===== src/rtl/dkmi_pkg.sv =====
// Package with shared constants, types and the base decoder of the k-mer indexer.
`timescale 1ns / 1ps
package dkmi_pkg;

	localparam int MAX_K = 8;
	localparam int K_W = 4;
	localparam int ADDR_W = 2 * MAX_K;
	localparam int SEEN_DEPTH = 1 << ADDR_W;
	localparam int IDX_W = 17;
	localparam int EPOCH_W = 8;
	localparam int FIFO_DEPTH = 4;
	localparam int FIFO_PTR_W = $clog2(FIFO_DEPTH);
	localparam int FIFO_CNT_W = FIFO_PTR_W + 1;

	localparam logic [EPOCH_W-1:0] EPOCH_CLEAR = '0;
	localparam logic [EPOCH_W-1:0] EPOCH_FIRST = EPOCH_W'(1);
	localparam logic [EPOCH_W-1:0] EPOCH_LAST = '1;

	localparam logic [7:0] CHAR_A_UC = 8'h41;
	localparam logic [7:0] CHAR_C_UC = 8'h43;
	localparam logic [7:0] CHAR_G_UC = 8'h47;
	localparam logic [7:0] CHAR_T_UC = 8'h54;
	localparam logic [7:0] CHAR_U_UC = 8'h55;
	localparam logic [7:0] CHAR_A_LC = 8'h61;
	localparam logic [7:0] CHAR_C_LC = 8'h63;
	localparam logic [7:0] CHAR_G_LC = 8'h67;
	localparam logic [7:0] CHAR_T_LC = 8'h74;
	localparam logic [7:0] CHAR_U_LC = 8'h75;

	localparam logic [1:0] CODE_A = 2'd0;
	localparam logic [1:0] CODE_C = 2'd1;
	localparam logic [1:0] CODE_G = 2'd2;
	localparam logic [1:0] CODE_T = 2'd3;

	typedef enum logic {
		ST_CLEAR,
		ST_RUN
	} seen_state_t;

	typedef struct packed {
		logic              valid;
		logic              start;
		logic              cand;
		logic              sent;
		logic [ADDR_W-1:0] addr;
		logic [IDX_W-1:0]  index;
	} lookup_t;

	typedef struct packed {
		logic             push;
		logic [IDX_W-1:0] index;
	} result_t;

	// Returns {invalid, code}; an invalid character gives code zero.
	function automatic logic [2:0] decode_base(input logic [7:0] ch);
		logic [2:0] r;
		case (ch)
			CHAR_A_UC, CHAR_A_LC: r = {1'b0, CODE_A};
			CHAR_C_UC, CHAR_C_LC: r = {1'b0, CODE_C};
			CHAR_G_UC, CHAR_G_LC: r = {1'b0, CODE_G};
			CHAR_T_UC, CHAR_T_LC, CHAR_U_UC, CHAR_U_LC: r = {1'b0, CODE_T};
			default: r = {1'b1, CODE_A};
		endcase
		return r;
	endfunction

endpackage


===== src/rtl/dkmi_out_fifo.sv =====
// Small result queue that decouples the seen-set pipeline from output backpressure.
`timescale 1ns / 1ps
module dkmi_out_fifo (
	input  logic                          clk,
	input  logic                          arst_n,
	input  dkmi_pkg::result_t             result,
	output logic [dkmi_pkg::FIFO_CNT_W-1:0] count,
	output logic                          out_valid,
	input  logic                          out_ready,
	output logic [dkmi_pkg::IDX_W-1:0]    kmer_index
);
	import dkmi_pkg::*;

	logic [IDX_W-1:0]      entry_q [FIFO_DEPTH];
	logic [FIFO_PTR_W-1:0] wr_ptr_q;
	logic [FIFO_PTR_W-1:0] rd_ptr_q;
	logic [FIFO_CNT_W-1:0] count_q;
	logic                  pop;

	assign out_valid = (count_q != '0);
	assign kmer_index = entry_q[rd_ptr_q];
	assign pop = out_valid && out_ready;
	assign count = count_q;

	always_ff @(posedge clk) begin
		if (result.push) begin
			entry_q[wr_ptr_q] <= result.index;
		end
	end

	always_ff @(posedge clk or negedge arst_n) begin
		if (!arst_n) begin
			wr_ptr_q <= '0;
			rd_ptr_q <= '0;
			count_q <= '0;
		end else begin
			if (result.push) begin
				wr_ptr_q <= wr_ptr_q + FIFO_PTR_W'(1);
			end
			if (pop) begin
				rd_ptr_q <= rd_ptr_q + FIFO_PTR_W'(1);
			end
			case ({result.push, pop})
				2'b10: count_q <= count_q + FIFO_CNT_W'(1);
				2'b01: count_q <= count_q - FIFO_CNT_W'(1);
				default: count_q <= count_q;
			endcase
		end
	end

endmodule


===== config.mk =====
export PLATFORM = sky130hd
export DESIGN_NAME = dkmi_out_fifo
export DESIGN_NICKNAME = d
export VERILOG_FILES = /design/src/rtl/dkmi_pkg.sv /design/src/rtl/dkmi_out_fifo.sv
export SDC_FILE = /design/constraint.sdc
export NUM_CORES = 1
export LEC_CHECK = 0
export BUFFER_PORTS_ARGS = -buffer_cell sky130_fd_sc_hd__buf_2
export CAP_MARGIN = 10
export CORE_MARGIN = 10
export CORE_UTILIZATION = 50
export CTS_CLUSTER_SIZE = 20
export DETAILED_ROUTE_END_ITERATION = 12
export GPL_TIMING_DRIVEN = 0
export PLACE_DENSITY = 0.8
export SYNTH_ARGS = -nofsm -noshare
export SYNTH_HDL_FRONTEND = slang
export SYNTH_SLANG_ARGS = --single-unit

===== constraint.sdc =====
create_clock -name clk -period 1.5 [get_ports clk]
set_input_delay 0.3 -clock clk [delete_from_list [all_inputs] [get_ports clk]]
set_output_delay 0.3 -clock clk [all_outputs]
set_load 0.05 [all_outputs]

==> flow_summary.ini <==
[worst_setup_path]
cp_top_family = multiplexers
required_ns = 1.20
crit_chain = buf_12 > buf_12 > mux4_2 > buf_8
end_kind = output port
path_max_fanout = 7
start_kind = flip-flop
worstPathArrival_ns = 1.67
setup.worst_path.class = reg -> out
critPathMostFrequentCell = buf_12
critPathBufInv = 3
slowest_stage = mux4_2
cpPeakStageDelay_ns = 0.53

[yosys]
synth-edff-count = 68
synth_area_per_cell_sq_um = 23.19
ys_seq_area_share_pct = 76.48
synth_cell_types = 19
synth_warnings = 0
synth-seq-cells = 75
synth_top_area_cell = edfxtp_1
synth_top_cell_area_share_pct = 70.44
synth_common_cells = 68 x edfxtp_1, 9 x mux4_1, 8 x mux4_2
synth_compound_area_share_pct = 0.4748
synthesis.nets = 152
synthAdderAreaFrac_pct = 2.849
ys_async_sr_fraction_pct = 9.333
synth_xor_area_share_pct = 1.813
synthMostInstantiatedCell = edfxtp_1
synth_top_family_by_area = multiplexers
synthTopCellsByArea = edfxtp_1 70%, mux4_1 8.2%, mux4_2 6.2%, dfrtp_1 6.0%, ha_1 2.2%
muxShareOfSynthArea_pct = 14.72
syn_inst = 125
syn_area_sq_um = 2899
synth_simple_gate_area_share_pct = 1.467
synth-main-ff-cell = edfxtp_1

[power_and_ir_drop]
ir_drop_uv = 1394
switching_power_w = 0.003139
p_int_w = 0.005282
power_w = 0.008420
powerDensity_nw_per_um2 = 2310
combPwrFrac_pct = 48.9
sw_frac_of_total_pct = 37.28
clkPwrFrac_pct = 16.5
sequentialPowerShare_pct = 34.6
p_leak_nw = 1.347

[floorplan]
io_pins = 42
rows = 27
die_h_microns = 96.15
die_w_microns = 96.15
fp.coreArea_sq_um = 5574
start_util_pct = 52.01
die_area_sq_um = 9244

[routing]
postRouteAntennaNets = 0
drtPass1Iterations = 4
avgViaCountPerCell = 5.216
dr.first_iter.drc_count = 89
num_vias = 1398
wl_mm = 5.174
drcViolationCount = 0
wire_per_inst_microns = 19.31

[clock_network]
numCtsBuffers = 9
cts_tree = built
path_clk_slew_ns = 0.07
clock_sinks = 75
cts_htree_levels = 3
root_buffer = clkbuf_8
clk_latency_ns = 0.32
clock_path_buffers = 2

[placement]
dp_cells = 238
gp_congestion = 0.7080
port_buffers = 41
hpwl_mm = 3.353

[global_routing]
grt_pass1_vias = 1595
antenna_found_initial = 0
grt_pass1_wl_mm = 7.900
grt_max_degree = 18
grtUsageTotal_pct = 11.73
grt_overflow = 0

[timing]
period_share_pct = 131.3
fin_skew_ns = 0.008870
setup_viol = 20
drv_slew = 0
tightest_slew_ns = 0.4710
fmax_mhz = 507.6
worst_slack_ns = -0.4701
min_period_ns = 1.970
rsz0062_at_grt = yes
hold_viol = 0
slew-limit-headroom_pct = 68.60
finalSetupTns_ns = -7.995

[run_status]
violations = setup timing
outcome = complete, but fails checks

[cells_and_area]
stdcell_count = 268
nNetsFinal = 219
multiInputGateArea_sq_um = 603.1
fillers = 380
drive_above_1_share_pct = 50.00
diodes = 0
seq_area_sq_um = 2221
area_growth_pct = 25.72

[min_path]
worstHoldPathType = in -> reg

[run]
maxCapViolCount = 0
## per-stage QoR
stage	hold slack, ns	setup slack [ns]	utilization [%]	instance area, sq um
after floorplan	0.004409	-0.2911	-	2874
after global placement	0.1337	-0.2182	56.86	3169
after detailed placement	0.1406	-0.3390	56.86	3169
after CTS	0.1755	-0.4823	64.24	3581
after global routing	0.1751	-0.5262	65.39	3645
final	0.1869	-0.4701	65.39	3645
## registers in the layout (all words and copies together), names as in the netlist
name and flops:
entry_q 68, count 3, rd_ptr_q 2, wr_ptr_q 2
## power by group through the flow
| stage | Combinational (W) | Clock [W] | Sequential [W] |
|---|---|---|---|
| floorplan | 0.00238 | 0 | 0.00307 |
| global placement | 0.00309 | 0 | 0.00294 |
| detailed placement | 0.00319 | 0 | 0.00299 |
| CTS | 0.00398 | 0.00140 | 0.00292 |
| global route | 0.00432 | 0.00150 | 0.00296 |
| finish | 0.00412 | 0.00139 | 0.00292 |
## path summary, 6_finish.rpt
path | endpoint | start | depth (start not counted) | slack (ns)
min in group asynchronous | count[2] | arst_n | 2 | 0.38
max in group asynchronous | count[0] | arst_n | 2 | 0.94
max | kmer_index[14] | rd_ptr_q[0] | 4 | -0.47
min | entry_q[1][15] | result[15] | 1 | 0.19
min reg2reg | wr_ptr_q[0] | wr_ptr_q[0] | 1 | 0.54
max reg2reg | count[2] | count[2] | 7 | -0.22
## cell usage in the layout (no fill, tap or decap), types with 4 or more instances in the layout
master,synthesis,layout
dfrtp_1,7,4
xor2_1,4,4
ha_1,5,4
edfxtp_1,68,68
buf_4,0,11
clkbuf_8,0,9
buf_6,1,17
mux4_2,8,17
buf_2,2,24
inv_1,6,5
## cell type report
type,instances,area share [%]
Sequential cell,75,60.93
Buffer,4,1.545
Inverter,6,0.6179
Tap cell,72,2.472
Clock inverter,4,1.167
Clock buffer,11,3.605
Timing Repair Buffer,56,13.11
Multi-Input combinational cell,40,16.55
## layer usage
layer	track usage [%]	up-vias	share of wire, %
li1	-	635	-
met1	11.92	718	37
met2	21.24	33	57
met3	2.879	12	4.1
met4	7.002	0	2.4
met5	0	-	0
## logic make-up (layout without fill, tap and decap cells)
| logic type | count (synthesis) | after routing |
|---|---|---|
| flops | 75 | 75 |
| mux | 18 | 18 |
| buf+inv | 10 | 81 |
| simple gates | 8 | 8 |
| fa+ha+maj | 6 | 6 |
| xor+xnor | 6 | 6 |
| compound gates | 2 | 2 |
## worst reg2reg max path: cells and delay by family, from the launching register on
| family | cells | cell delay [ns] |
|---|---|---|
| compound gates | 1 | 0.17 |
| xor+xnor | 2 | 0.35 |
| fa+ha+maj | 2 | 0.53 |
| buf+inv | 1 | 0.04 |
| flops | 1 | 0.38 |
| simple gates | 1 | 0.17 |
## what timing repair did
| item | in CTS | in global routing |
|---|---|---|
| buffers inserted | 10 | 3 |
| pin swaps | 5 | 0 |
| endpoints found under the hold margin | 7 | 0 |
| cloned | 0 | 1 |
| gates resized for setup | 46 | 6 |
| setup endpoints to repair | 88 | 71 |
| hold buffers | 1 | 0 |
(Power assumes the default switching activity.)
