$ cat src/rtl/dkmi_pkg.sv
// Package with shared constants, types and the base decoder of the k-mer indexer.
`timescale 1ns / 1ps
package dkmi_pkg;

	localparam int MAX_K = 8;
	localparam int K_W = 4;
	localparam int ADDR_W = 2 * MAX_K;
	localparam int SEEN_DEPTH = 1 << ADDR_W;
	localparam int IDX_W = 17;
	localparam int EPOCH_W = 8;
	localparam int FIFO_DEPTH = 4;
	localparam int FIFO_PTR_W = $clog2(FIFO_DEPTH);
	localparam int FIFO_CNT_W = FIFO_PTR_W + 1;

	localparam logic [EPOCH_W-1:0] EPOCH_CLEAR = '0;
	localparam logic [EPOCH_W-1:0] EPOCH_FIRST = EPOCH_W'(1);
	localparam logic [EPOCH_W-1:0] EPOCH_LAST = '1;

	localparam logic [7:0] CHAR_A_UC = 8'h41;
	localparam logic [7:0] CHAR_C_UC = 8'h43;
	localparam logic [7:0] CHAR_G_UC = 8'h47;
	localparam logic [7:0] CHAR_T_UC = 8'h54;
	localparam logic [7:0] CHAR_U_UC = 8'h55;
	localparam logic [7:0] CHAR_A_LC = 8'h61;
	localparam logic [7:0] CHAR_C_LC = 8'h63;
	localparam logic [7:0] CHAR_G_LC = 8'h67;
	localparam logic [7:0] CHAR_T_LC = 8'h74;
	localparam logic [7:0] CHAR_U_LC = 8'h75;

	localparam logic [1:0] CODE_A = 2'd0;
	localparam logic [1:0] CODE_C = 2'd1;
	localparam logic [1:0] CODE_G = 2'd2;
	localparam logic [1:0] CODE_T = 2'd3;

	typedef enum logic {
		ST_CLEAR,
		ST_RUN
	} seen_state_t;

	typedef struct packed {
		logic              valid;
		logic              start;
		logic              cand;
		logic              sent;
		logic [ADDR_W-1:0] addr;
		logic [IDX_W-1:0]  index;
	} lookup_t;

	typedef struct packed {
		logic             push;
		logic [IDX_W-1:0] index;
	} result_t;

	// Returns {invalid, code}; an invalid character gives code zero.
	function automatic logic [2:0] decode_base(input logic [7:0] ch);
		logic [2:0] r;
		case (ch)
			CHAR_A_UC, CHAR_A_LC: r = {1'b0, CODE_A};
			CHAR_C_UC, CHAR_C_LC: r = {1'b0, CODE_C};
			CHAR_G_UC, CHAR_G_LC: r = {1'b0, CODE_G};
			CHAR_T_UC, CHAR_T_LC, CHAR_U_UC, CHAR_U_LC: r = {1'b0, CODE_T};
			default: r = {1'b1, CODE_A};
		endcase
		return r;
	endfunction

endpackage

$ cat src/rtl/dkmi_window.sv
// Base window, fill count and k register; forms the lookup for each character.
`timescale 1ns / 1ps
module dkmi_window (
	input  logic                  clk,
	input  logic                  arst_n,
	input  logic                  cfg_we,
	input  logic [dkmi_pkg::K_W-1:0] cfg_wdata,
	input  logic                  accept,
	input  logic [7:0]            base_char,
	input  logic                  seq_start,
	output dkmi_pkg::lookup_t     lookup
);
	import dkmi_pkg::*;

	logic [K_W-1:0]    kmer_q;
	logic [ADDR_W-1:0] win_codes_q;
	logic [MAX_K-1:0]  win_bad_q;
	logic [K_W-1:0]    fill_q;

	logic [K_W-1:0]    k_act;
	logic [K_W-1:0]    k_m1;
	logic [K_W:0]      code_sh;
	logic [2:0]        dec;
	logic [ADDR_W-1:0] base_codes;
	logic [MAX_K-1:0]  base_bad;
	logic [K_W-1:0]    fill_base;
	logic [ADDR_W-1:0] codes_next;
	logic [MAX_K-1:0]  bad_next;
	logic [K_W-1:0]    fill_next;

	always_comb begin
		if (kmer_q == '0) begin
			k_act = K_W'(1);
		end else if (kmer_q > K_W'(MAX_K)) begin
			k_act = K_W'(MAX_K);
		end else begin
			k_act = kmer_q;
		end
		k_m1 = k_act - K_W'(1);
		code_sh = {k_m1, 1'b0};
		dec = decode_base(base_char);
		base_codes = seq_start ? '0 : win_codes_q;
		base_bad = seq_start ? '0 : win_bad_q;
		fill_base = seq_start ? '0 : fill_q;
		codes_next = (base_codes >> 2) | (ADDR_W'(dec[1:0]) << code_sh);
		bad_next = (base_bad >> 1) | (MAX_K'(dec[2]) << k_m1);
		fill_next = (fill_base < k_act) ? fill_base + K_W'(1) : fill_base;
		lookup.valid = accept;
		lookup.start = seq_start;
		lookup.cand = (fill_next == k_act);
		lookup.sent = |bad_next;
		lookup.addr = codes_next;
		lookup.index = lookup.sent ? (IDX_W'(1) << {k_act, 1'b0}) : IDX_W'(codes_next);
	end

	always_ff @(posedge clk or negedge arst_n) begin
		if (!arst_n) begin
			kmer_q <= K_W'(MAX_K);
			win_codes_q <= '0;
			win_bad_q <= '0;
			fill_q <= '0;
		end else if (cfg_we) begin
			kmer_q <= cfg_wdata;
			win_codes_q <= '0;
			win_bad_q <= '0;
			fill_q <= '0;
		end else if (accept) begin
			win_codes_q <= codes_next;
			win_bad_q <= bad_next;
			fill_q <= fill_next;
		end
	end

endmodule

$ cat config.mk
export PLATFORM = sky130hd
export DESIGN_NAME = dkmi_window
export DESIGN_NICKNAME = d
export VERILOG_FILES = /design/src/rtl/dkmi_pkg.sv /design/src/rtl/dkmi_window.sv
export SDC_FILE = /design/constraint.sdc
export NUM_CORES = 1
export LEC_CHECK = 0
export ABC_CLOCK_PERIOD_IN_PS = 2900
export BUFFER_PORTS_ARGS = -buffer_cell sky130_fd_sc_hd__buf_2
export CAP_MARGIN = 15
export CORE_MARGIN = 1.5
export CORE_UTILIZATION = 31
export CTS_CLUSTER_DIAMETER = 50
export CTS_CLUSTER_SIZE = 8
export DETAILED_ROUTE_END_ITERATION = 10
export PLACE_DENSITY = 0.64
export SYNTH_ARGS = -nofsm -noshare
export SYNTH_HDL_FRONTEND = slang
export SYNTH_SLANG_ARGS = --single-unit
$ cat constraint.sdc
create_clock -name clk -period 2.9 [get_ports clk]
set_clock_uncertainty 0.05 [all_clocks]
set_input_delay 0.58 -clock clk [delete_from_list [all_inputs] [get_ports clk]]
set_output_delay 0.58 -clock clk [all_outputs]
set_load 0.01 [all_outputs]
==> results.toml <==
[finish]
regArea_um2 = 727
diodes = 0
synthToLayoutAreaGrowth_pct = 60.8
fillers = 565
multi_input_area_mm2 = 0.00156
finalInstanceArea_mm2 = 0.00338
layout-drive-gt1-share_pct = 52.8
fin_cells = 429
nets = 377

[power]
pwr-share-seq_pct = 30.9
power_frac_clock_pct = 30.0
p_int_mw = 0.994
irDropWorstVdd_mv = 0.162
p_leak_nw = 1.60
p_sw_mw = 0.474
p_per_area_mw_per_mm2 = 434
p_sw_share_pct = 32.3
p_comb_share_pct = 39.2

[yosys]
async_reset_ff_share_pct = 100
synthMuxAreaShare_pct = 3.57
synthCells = 253
netlist_area_mm2 = 0.00210
synth_edf_count = 0
yosysSeqAreaShare_pct = 34.5
synthFlopType = "dfrtp_1"
syn_area_per_cell_um2 = 8.32
synth_xor_area_share_pct = 3.15
synth_cell_types = 50
synth_compound_area_share_pct = 23.8
synth_fa_ha_area_share_pct = 5.35
synthSimpleGateAreaFrac_pct = 21.5
ys_seq_elements = 29
yosys_warnings = 0
synth_top_family_by_area = "compound AO/OA/AOI/OAI gates"
synth_fp_nets = 279

[place]
io_buffers = 52
placed_area_mm2 = 0.00266
dp_cells = 397
place.gp.congestion = 0.886
dp_hpwl_um = 4230

[worst_setup_path]
crit_fanout = 3
crit_arrival_ns = 2.49
crit_start = "kmer_q[3]"
worst_r2r_path_depth = 12
critical_path_class = "flip-flop to output port"
end_kind = "output port"
reg2reg_slack_ns = 0.49
cp.required_ns = 2.27
crit_path_end = "lookup[34]"
startpoint_type = "flip-flop"
reg2reg_from = "kmer_q[3]"
r2r_end = "win_codes_q[10]"

[global_routing]
antenna_found_initial = 0
grt_pass1_vias = 2174
grt_pass1_wl_um = 10600
grt.total_usage_pct = 18.3
grt_max_degree = 48
gr-total-overflow = 0

[die]
io_pins = 54
coreArea_mm2 = 0.00646
die_width_um = 85.4
rows = 29
start_util_pct = 32.6
dieArea_mm2 = 0.00729
die_h_um = 85.4

[clock_network]
root_buffer = "clkbuf_8"
cts_buffers = 5
cts_hold_buf = 0
numClockSinks = 29
htree_num_levels = 2
cts_buffer_depth = 2
cts_tree = "built"
clk-insertion-delay-late_ns = 0.28
path_clk_slew_ns = 0.06

[sta]
fin_crit_ns = 3.12
drv_slew = 0
fin_tns_setup_ns = -2.88
worstMarginPinSlew_ns = 0.824
hold_viol_final = 0
fin_crit_sh_pct = 108
setup_viol = 32
whs_ns = 0.283
setup_slack_ns = -0.224
timing.fmax_mhz = 320
rsz0062_at_grt = "true"
relSlewSlack_pct = 45.0

[job]
cap_viol_max_count = 0

[route]
wl_met2_um = 3340
drt_iter0_drc = 152
viasPerCell = 5.26
routed-wl-met3_um = 372
vias = 2256
ant_nets = 0
drt_pass1_iterations = 7
detail_route.wl_per_cell_um = 15.8
route.top_layer_used = "met4"
drc_errors = 2
drt_wl_total_um = 6800
wl_met1_um = 2990

[run_status]
violations = "DRC, setup timing"
outcome = "complete, but fails checks"

[min_path]
hp-class = "input port to asynchronous set/reset pin"
[cell usage after synthesis (2+ instances only)]
cell      instances  area, um^2
a211oi_1         19         143
a21oi_1           4        20.0
a22o_1            3        26.3
a22oi_1          14         105
a311oi_1          2        17.5
a32oi_1           4        35.0
and3_1            2        12.5
buf_2             5        25.0
buf_4             3        22.5
clkbuf_1         12        45.0
dfrtp_1          28         701
ha_1              9         113
inv_1            21        78.8
mux2_2            4        45.0
mux2i_1           3        30.0
nand2_1           8        30.0
nand3_1           8        40.0
nand3b_1          3        22.5
nor2_1           44         165
nor2b_1           7        43.8
nor3_1            5        25.0
nor3b_1           3        22.5
o21ai_0          12        60.1
xnor2_1           3        26.3
xor2_1            2        17.5
[repair_timing]
action	CTS	global route
pin swaps	34	31
buffers inserted	13	12
setup endpoints to repair	31	33
gates resized for setup	62	36
[state kept, by name, indices dropped and copies added, names as in the netlist]
signal and cells:
fill_q 4, win_codes_q 14, kmer_q 4, win_bad_q 7
[per-stage QoR]
stage | power (mW) | utilization, % | worst slack [ns]
CTS | 1.38 | 48.9 | -0.134
finish | 1.47 | 52.4 | -0.224
detailed placement | 0.833 | 41.1 | -0.195
global route | 1.54 | 52.4 | -0.349
floorplan | 0.685 | - | 0.00797
global placement | 0.827 | 41.1 | -0.122
[power groups by stage]
| stage | Combinational (mW) | Clock, mW | Sequential [mW] |
|---|---|---|---|
| 4_1_cts | 0.488 | 0.444 | 0.452 |
| 6_report | 0.575 | 0.441 | 0.453 |
| 3_5_place_dp | 0.377 | 0 | 0.456 |
| 5_1_grt | 0.617 | 0.469 | 0.456 |
| 2_1_floorplan | 0.232 | 0 | 0.453 |
| 3_3_place_gp | 0.372 | 0 | 0.455 |
[logic make-up after synthesis]
kind of cell               Yosys count
DFF                                 29
AOI/OAI and AO/OA                   69
adders and majority gates            9
and+or+nand+nor                     92
muxes                                7
buffers and inverters               41
xor gates and xnor gates             6
[layer usage]
layer  vias up  track usage [%]
li1       1093                -
met1      1089             24.3
met2        65             29.9
met3         9             4.18
met4         0             5.28
met5         -                0
[cell usage in the layout (no fill, tap or decap), types with 3 or more instances in the layout]
master,n
a211oi_1,19
a21oi_2,3
a22oi_1,5
a22oi_2,9
buf_2,43
buf_4,49
buf_6,18
clkbuf_8,6
dfrtp_1,28
ha_1,6
ha_4,3
inv_1,14
inv_2,6
mux2_2,3
mux2i_1,3
nand2_1,6
nand3_1,7
nand3b_1,3
nor2_1,34
nor2_2,7
nor2_4,4
nor2b_1,6
nor3_2,3
o21ai_0,3
o21ai_1,8
[critical path: stages (launching register included)]
cell	delay, ns
dfstp_2	0.57
inv_4	0.06
nand2_4	0.08
ha_1	0.23
o211a_1	0.21
o41a_1	0.15
nor2_2	0.20
xnor3_1	0.20
nand3_2	0.08
a221oi_2	0.26
buf_2	0.16
[layout make-up]
type / instances / share of cell area [%]
Sequential cell: 29 / 21.5
Clock inverter: 1 / 0.888
Multi-Input combinational cell: 183 / 46.2
Inverter: 21 / 2.40
Timing Repair Buffer: 111 / 23.7
Tap cell: 77 / 2.85
Clock buffer: 7 / 2.55
[worst min path at each step]
stage | from | to | slack (ns)
floorplan | arst_n | fill_q[0] | 0.23
global placement | win_codes_q[15] | win_codes_q[15] | 0.45
detailed placement | win_codes_q[15] | win_codes_q[15] | 0.47
CTS | arst_n | win_bad_q[1] | 0.30
global route | arst_n | fill_q[0] | 0.34
finish | arst_n | kmer_q[1] | 0.28
(Power assumes the default switching activity.)
